**src/rtl/dht_pkg.sv**
```systemverilog
// ----------------------------------------------------------------------------
// dht_pkg
// types and codes shared by the double hashing table modules
// ----------------------------------------------------------------------------
package dht_pkg;

    localparam logic [1:0] CMD_INSERT = 2'd0;
    localparam logic [1:0] CMD_DELETE = 2'd1;
    localparam logic [1:0] CMD_SEARCH = 2'd2;

    localparam logic [1:0] ST_SUCCESS   = 2'd0;
    localparam logic [1:0] ST_FAILURE   = 2'd1;
    localparam logic [1:0] ST_FOUND     = 2'd2;
    localparam logic [1:0] ST_NOT_FOUND = 2'd3;

    localparam int KEY_W  = 32;
    localparam int PAY_W  = 64;
    localparam int SIZE_W = 11;
    localparam int SLOT_W = 10;

    typedef struct packed {
        logic [1:0]       cmd;
        logic [KEY_W-1:0] key;
        logic [PAY_W-1:0] payload;
    } t_in_item;

    typedef struct packed {
        logic [1:0]        status;
        logic [SLOT_W-1:0] slot;
        logic [PAY_W-1:0]  found_payload;
    } t_out_item;

    typedef struct packed {
        logic              start;
        logic [KEY_W-1:0]  key;
        logic [SIZE_W-1:0] m;
    } t_hash_req;

    typedef struct packed {
        logic              done;
        logic [SIZE_W-1:0] idx;
        logic [SIZE_W-1:0] step;
    } t_hash_res;

endpackage

```
**src/rtl/dht_hash.sv**
```systemverilog
// ----------------------------------------------------------------------------
// dht_hash
// bit-serial divider: key mod m and (key div m) mod m with bit 0 set, one quotient bit a cycle
// ----------------------------------------------------------------------------
module dht_hash (
    input  logic               i_clk,
    input  logic               i_rst_n,
    input  dht_pkg::t_hash_req i_req,
    output dht_pkg::t_hash_res o_res
);

    localparam int SW = dht_pkg::SIZE_W;
    localparam int KW = dht_pkg::KEY_W;
    localparam int CW = $clog2(KW);

    logic          r_busy;
    logic          r_done;
    logic [CW-1:0] r_cnt;
    logic [KW-1:0] r_key;
    logic [SW-1:0] r_m;
    logic [SW-1:0] r_rem;
    logic [SW-1:0] r_r2;

    logic [SW:0]   w_t1;
    logic [SW:0]   w_t2;
    logic          w_qb;
    logic          w_ge2;
    logic [SW-1:0] n_rem;
    logic [SW-1:0] n_r2;

    always_comb begin
        w_t1  = {r_rem, r_key[KW-1]};
        w_qb  = (w_t1 >= {1'b0, r_m});
        n_rem = w_qb ? SW'(w_t1 - {1'b0, r_m}) : SW'(w_t1);
        w_t2  = {r_r2, w_qb};
        w_ge2 = (w_t2 >= {1'b0, r_m});
        n_r2  = w_ge2 ? SW'(w_t2 - {1'b0, r_m}) : SW'(w_t2);
    end

    always_ff @(posedge i_clk) begin
        if (!i_rst_n) begin
            r_busy <= 1'b0;
            r_done <= 1'b0;
            r_cnt  <= '0;
        end else begin
            r_done <= 1'b0;
            if (i_req.start) begin
                r_busy <= 1'b1;
                r_cnt  <= '0;
            end else if (r_busy) begin
                r_cnt <= r_cnt + 1'b1;
                if (r_cnt == CW'(KW - 1)) begin
                    r_busy <= 1'b0;
                    r_done <= 1'b1;
                end
            end
        end
    end

    always_ff @(posedge i_clk) begin
        if (i_req.start) begin
            r_key <= i_req.key;
            r_m   <= i_req.m;
            r_rem <= '0;
            r_r2  <= '0;
        end else if (r_busy) begin
            r_key <= {r_key[KW-2:0], 1'b0};
            r_rem <= n_rem;
            r_r2  <= n_r2;
        end
    end

    assign o_res.done = r_done;
    assign o_res.idx  = r_rem;
    assign o_res.step = r_r2 | SW'(1);

endmodule

```
**config.mk**
```make
export PLATFORM = sky130hd
export DESIGN_NAME = dht_hash
export DESIGN_NICKNAME = d
export VERILOG_FILES = /design/src/rtl/dht_pkg.sv /design/src/rtl/dht_hash.sv
export SDC_FILE = /design/constraint.sdc
export NUM_CORES = 1
export LEC_CHECK = 0
export BUFFER_PORTS_ARGS = -buffer_cell sky130_fd_sc_hd__buf_2
export CORE_ASPECT_RATIO = 0.8
export CORE_MARGIN = 2
export CORE_UTILIZATION = 48
export CTS_BUF_LIST = sky130_fd_sc_hd__clkbuf_4 sky130_fd_sc_hd__clkbuf_8 sky130_fd_sc_hd__clkbuf_16
export DETAILED_ROUTE_END_ITERATION = 10
export PLACE_DENSITY_LB_ADDON = 0.12
export SYNTH_ARGS = -nofsm -noshare
export SYNTH_HDL_FRONTEND = slang
export SYNTH_SLANG_ARGS = --single-unit
```
**constraint.sdc**
```tcl
create_clock -name i_clk -period 4.7 [get_ports i_clk]
set_input_delay 0.705 -clock i_clk [delete_from_list [all_inputs] [get_ports i_clk]]
set_output_delay 0.705 -clock i_clk [all_outputs]
set_load 0.005 [all_outputs]
```
[Yosys cells after proc, flatten, opt, wreduce, memory -nomap -nowiden]
Cells that the tools add are included.
Word-level totals
  register bits after elaboration: 72
  output and inout port bits: 23
Operators by class
  add/sub/neg operators: 3
  $lt $le $gt $ge: 2
  equality and inequality tests: 1
  mux-type cells: 8
  bitwise operators: 2
  reduce and logical (&&, ||, !) cells: 3
Operators by type and width (number)
  2-to-1 mux 32 bit: 2
  greater-or-equal comparator 12 x 11 -> 1 bit: 2
  2-to-1 mux 11 bit: 2
  subtractor 11 bit: 2
  adder 5 x 1 -> 5 bit, second input constant: 1
  equality test 5 bit, second input constant: 1
  2-to-1 mux 1 bit: 4
  OR reduction 3 bit: 1
  NOT 1 bit: 2
  nonzero test 2 bit: 1
  OR reduction 2 bit: 1

[Depth between registers and ports, before layout]
  word-level depth: 4
  depth in mapped cells: 19
  mapped depth without buffers: 17

[Least setup slack after synthesis]
OpenSTA, ideal clock, no wires.
  kind: reg-to-reg
  start point: register r_m[0]
  end point: register r_r2[9]
  arrival: 3.418 ns
  required time: 4.609 ns
  slack: 1.191 ns
  cell stages (with the launch flop): 18
  cell sequence: edfxtp_1 ha_1 fa_1 nand2b_2 o2bb2ai_2 a211o_2 nand2_8 inv_6 ha_1 inv_1 fa_1 nand3_1 a311oi_1 a211o_1 buf_2 buf_2 o31ai_1 a311oi_1
Between the ends
  cells in the longest elaborated chain, start to end: 3
  elaborated cells between the ends (all ways): 4
  those cells by class: 1 x add/sub; 2 x order compare; 1 x mux
RTL lines
  start, declared: line dht_hash.sv:20  | logic [SW-1:0] r_m;
  start signal, assigned: line dht_hash.sv:63  | r_m <= i_req.m;
  greater-or-equal comparator 12 x 11 -> 1 bit: line dht_hash.sv:33  | w_qb = (w_t1 >= {1'b0, r_m});
  subtractor 11 bit or greater-or-equal comparator 12 x 11 -> 1 bit (tied branches): line dht_hash.sv:37, dht_hash.sv:36
  2-to-1 mux 11 bit *: line dht_hash.sv:37  | n_r2 = w_ge2 ? SW'(w_t2 - {1'b0, r_m}) : SW'(w_t2);
  end signal, assigned: line dht_hash.sv:69  | r_r2 <= n_r2;
  end, declared: line dht_hash.sv:22  | logic [SW-1:0] r_r2;
Mark *: on every way between the ends. The rest lies on a longest branch, timed or not.
A chain may end at the register's enable or synchronous reset.

[Final worst setup path]
Same ends and word-level chain as after synthesis.

==> implementation parameters <==
Parameter                              Value

Detailed routing
  Vias per cell ... 5.37
  Detailed router's first-iteration violation count ... 144
  Residual DRC count ... 0
  Detailed-router iteration count before antenna repair ... 4
  Remaining antenna violation count after routing ... 0
  Post-detailed-route wirelength per cell ... 16.1 um
  WL final ... 8880 um
  Via Count ... 2972

Global routing
  Pin count of the biggest net entering global routing ... 35
  Overall track demand over capacity in global routing ... 20.0%
  Antenna violations before repair ... 0
  Via count of the first global-routing pass ... 2802
  First-pass GRT wire length ... 14000 um
  GRT overflow ... 0

Die
  Top-level port count ... 69
  Effective utilization at floorplan ... 48.6%
  Num rows ... 30
  Height of the die ... 86.4 um
  Die X ... 107 um
  Area of the die ... 0.00924 mm2
  Area of the core ... 0.00837 mm2

Synth
  Number of standard cells after synthesis ... 379
  Main synth FF type ... sky130_fd_sc_hd__edfxtp_1
  Async set or reset register ratio after synthesis ... 0%
  Number of library cell types mapped by synthesis ... 59
  Sequential cell area fraction in the yosys report ... 46.0%
  Top cells by area in the synthesized netlist ... sky130_fd_sc_hd__edfxtp_1, sky130_fd_sc_hd__dfxtp_1, sky130_fd_sc_hd__mux2_2, sky130_fd_sc_hd__ha_1, sky130_fd_sc_hd__nand2_1
  Number of synthesized register bits ... 72
  Synthesized area ... 0.00407 mm2
  Share of the synthesized area in the top cell type ... 31.7%
  Post-Synthesis Net Count ... 451
  Synth warn ... 0
  Most area-hungry cell type in the Yosys netlist ... sky130_fd_sc_hd__edfxtp_1
  Post-synth EDFFs ... 43
  Avg Synthesized Cell Area ... 10.7 um2

Finish
  Leading cell types in the layout, fill and taps excluded ... sky130_fd_sc_hd__buf_2, sky130_fd_sc_hd__edfxtp_1, sky130_fd_sc_hd__mux2_2
  Most frequent standard cell in the layout excluding fill and tap cells ... sky130_fd_sc_hd__buf_2
  Ratio of cells with drive above 1 in the final layout ... 28.6%
  Final instance area ... 0.00467 mm2
  Layout overhead on the synthesized area ... 14.6%
  Antenna Diode Count ... 0
  Layout net count ... 508
  Post-layout instance count excluding filler cells ... 553

CTS
  Hold_buf cts ... 0
  Root buffer cell ... sky130_fd_sc_hd__clkbuf_8
  Total clock sinks ... 72
  Clock tree from TritonCTS ... built
  Cts repair resizes ... 0
  Worst-path clk slew ... 80 ps
  Setup Buffers After CTS ... 0
  Clock latency reported for the late side of the worst-skew pair ... 360 ps
  Deepest level of the CTS H-tree ... 3
  Longest Clk Path Bufs ... 2
  TritonCTS buffer count ... 9

Hold path
  Hold path start ... r_r2[3]
  Worst min-delay path class ... flop to flop

Critical path
  CP Max Fanout ... 16
  CP Data Arrival Time ... 4240 ps
  Crit path from ... r_m[0]
  Classification of the worst setup path ... flop to flop
  Critical Path Max Stage Delay ... 550 ps
  Nature of the critical path startpoint ... flop
  Startpoint of the worst register-to-register path ... r_m[0]
  Critical-path cell list ... ha_1 > fa_1 > nand2b_2 > o2bb2ai_2 > a211o_2 > nand2_8 > inv_6 > ha_1 > inv_1 > fa_1 > nand3_1 > a311oi_1 > a211o_1 > o31ai_1 > a311oi_1
  Kind of end point of the critical path ... flop
  Slowest library cell on the worst path ... sky130_fd_sc_hd__a211o_1
  Required @ worst endpoint ... 4970 ps

Power
  Peak ir drop on the vdd network ... 0.168 mV
  P_leak ... 1.98 nW
  Ratio of total power to cell area ... 346 mW/mm2
  Total power after layout ... 1.62 mW

Placed design
  Instance area at placement ... 0.00443 mm2
  Pre-CTS WS ... 835 ps
  HPWL Detailed ... 6500 um
  Final estimated routing congestion in global placement ... 0.947
  Number of placed instances with taps included ... 537
  IO Port Bufs ... 67

STA
  Setup TNS ... 0 ps
  Final setup violating endpoints ... 0
  Worst setup margin ... 730 ps
  Worst clock skew ... 10.7 ps
  RSZ-0062 raised after global routing ... false
  Actual slew at the worst max-slew pin ... 880 ps
  Slew headroom ... 41.2%
  Number of endpoints with negative hold slack in the final report ... 0
  F_max ... 0.252 GHz
  Total count of max-transition violations in the final report ... 0
  Clock period minus worst slack ... 3970 ps
  Ratio of final minimum period to clock period ... 84.5%

Status
  Result of the run ... complete, no violations

Job
  Number of maximum-capacitance violations ... 0
## state kept, by name (all words and copies together), names as in the netlist
| signal | cells |
|---|---|
| r_key | 32 |
| r_m | 11 |
| r_r2 | 11 |
| r_rem | 11 |
| r_cnt | 5 |
| r_busy | 1 |
| r_done | 1 |
## cell families after synthesis
group	synth area share, %
xor gates and xnor gates	2.58
AOI/OAI and AO/OA	14.4
muxes	11.1
DFF	46.0
and+or+nand+nor	12.3
buffers and inverters	5.26
other	0.0921
adders and majority gates	8.36
## per-layer routing
layer / vias up / GRT usage, % / wire [um]
met5: - / 0 / 0
met4: 0 / 7.44 / 150
met3: 14 / 7.37 / 643
met2: 84 / 28.9 / 3790
met1: 1377 / 27.5 / 4300
li1: 1497 / - / -
## layout make-up
class                      count  area (um2)
multi-input combinational    264        1980
timing repair buffer          70         358
fill                         762        3700
clock inverter                 5        78.8
clock buffer                  11         156
tap                          112         140
sequential                    72        1870
inverter                      19        76.3
## cells in the mapped netlist (2+ instances only)
cell type / count
sky130_fd_sc_hd__fa_1: 2
sky130_fd_sc_hd__nand3_1: 4
sky130_fd_sc_hd__o22ai_1: 3
sky130_fd_sc_hd__a211oi_1: 4
sky130_fd_sc_hd__o21ai_0: 10
sky130_fd_sc_hd__a21o_1: 3
sky130_fd_sc_hd__a311oi_1: 2
sky130_fd_sc_hd__nand4_1: 5
sky130_fd_sc_hd__buf_2: 2
sky130_fd_sc_hd__ha_1: 24
sky130_fd_sc_hd__a21oi_1: 19
sky130_fd_sc_hd__or3_1: 3
sky130_fd_sc_hd__xor2_1: 4
sky130_fd_sc_hd__o31a_1: 2
sky130_fd_sc_hd__o31ai_1: 4
sky130_fd_sc_hd__nand4b_1: 2
sky130_fd_sc_hd__nand2b_1: 6
sky130_fd_sc_hd__nor3_1: 5
sky130_fd_sc_hd__mux2i_1: 9
sky130_fd_sc_hd__nor2_1: 25
sky130_fd_sc_hd__buf_4: 12
sky130_fd_sc_hd__clkbuf_1: 7
sky130_fd_sc_hd__and2_1: 2
sky130_fd_sc_hd__xnor2_1: 8
sky130_fd_sc_hd__inv_1: 18
sky130_fd_sc_hd__and3_1: 3
sky130_fd_sc_hd__o21ai_1: 18
sky130_fd_sc_hd__o21bai_1: 2
sky130_fd_sc_hd__nand2_1: 26
sky130_fd_sc_hd__a211o_1: 3
sky130_fd_sc_hd__nor2b_1: 5
sky130_fd_sc_hd__edfxtp_1: 43
sky130_fd_sc_hd__buf_1: 3
sky130_fd_sc_hd__mux2_2: 31
sky130_fd_sc_hd__o21a_1: 5
sky130_fd_sc_hd__o211ai_1: 3
sky130_fd_sc_hd__a22o_1: 2
sky130_fd_sc_hd__dfxtp_1: 29
## worst paths after layout
check             slack, ps      end  cells past startpoint
hold / removal          480  r_r2[3]                      2
setup reg to reg        730  r_r2[9]                     15
hold reg to reg         480  r_r2[3]                      2
setup / recovery        730  r_r2[9]                     15
## metrics by stage
| step | util (%) | hold slack, ps |
|---|---|---|
| floorplan | - | 456 |
| global placement | 52.9 | 475 |
| detailed placement | 52.9 | 475 |
| CTS | 55.7 | 485 |
| global route | 55.7 | 498 |
| finish | 55.7 | 483 |
## critical path: cells and delay by family (launching register included)
kind,cells,cell delay [ps]
compound gates,6,1830
buf+inv,2,130
fa+ha+maj,4,1050
flops,1,420
simple gates,3,470
## power by group
part / internal (mW) / total, mW / switching (mW) / leakage, nW
Sequential: 0.725 / 0.753 / 0.0281 / 0.666
Clock: 0.336 / 0.572 / 0.236 / 0.122
Combinational: 0.131 / 0.289 / 0.159 / 1.19
Power figures use the tool's default switching activity.
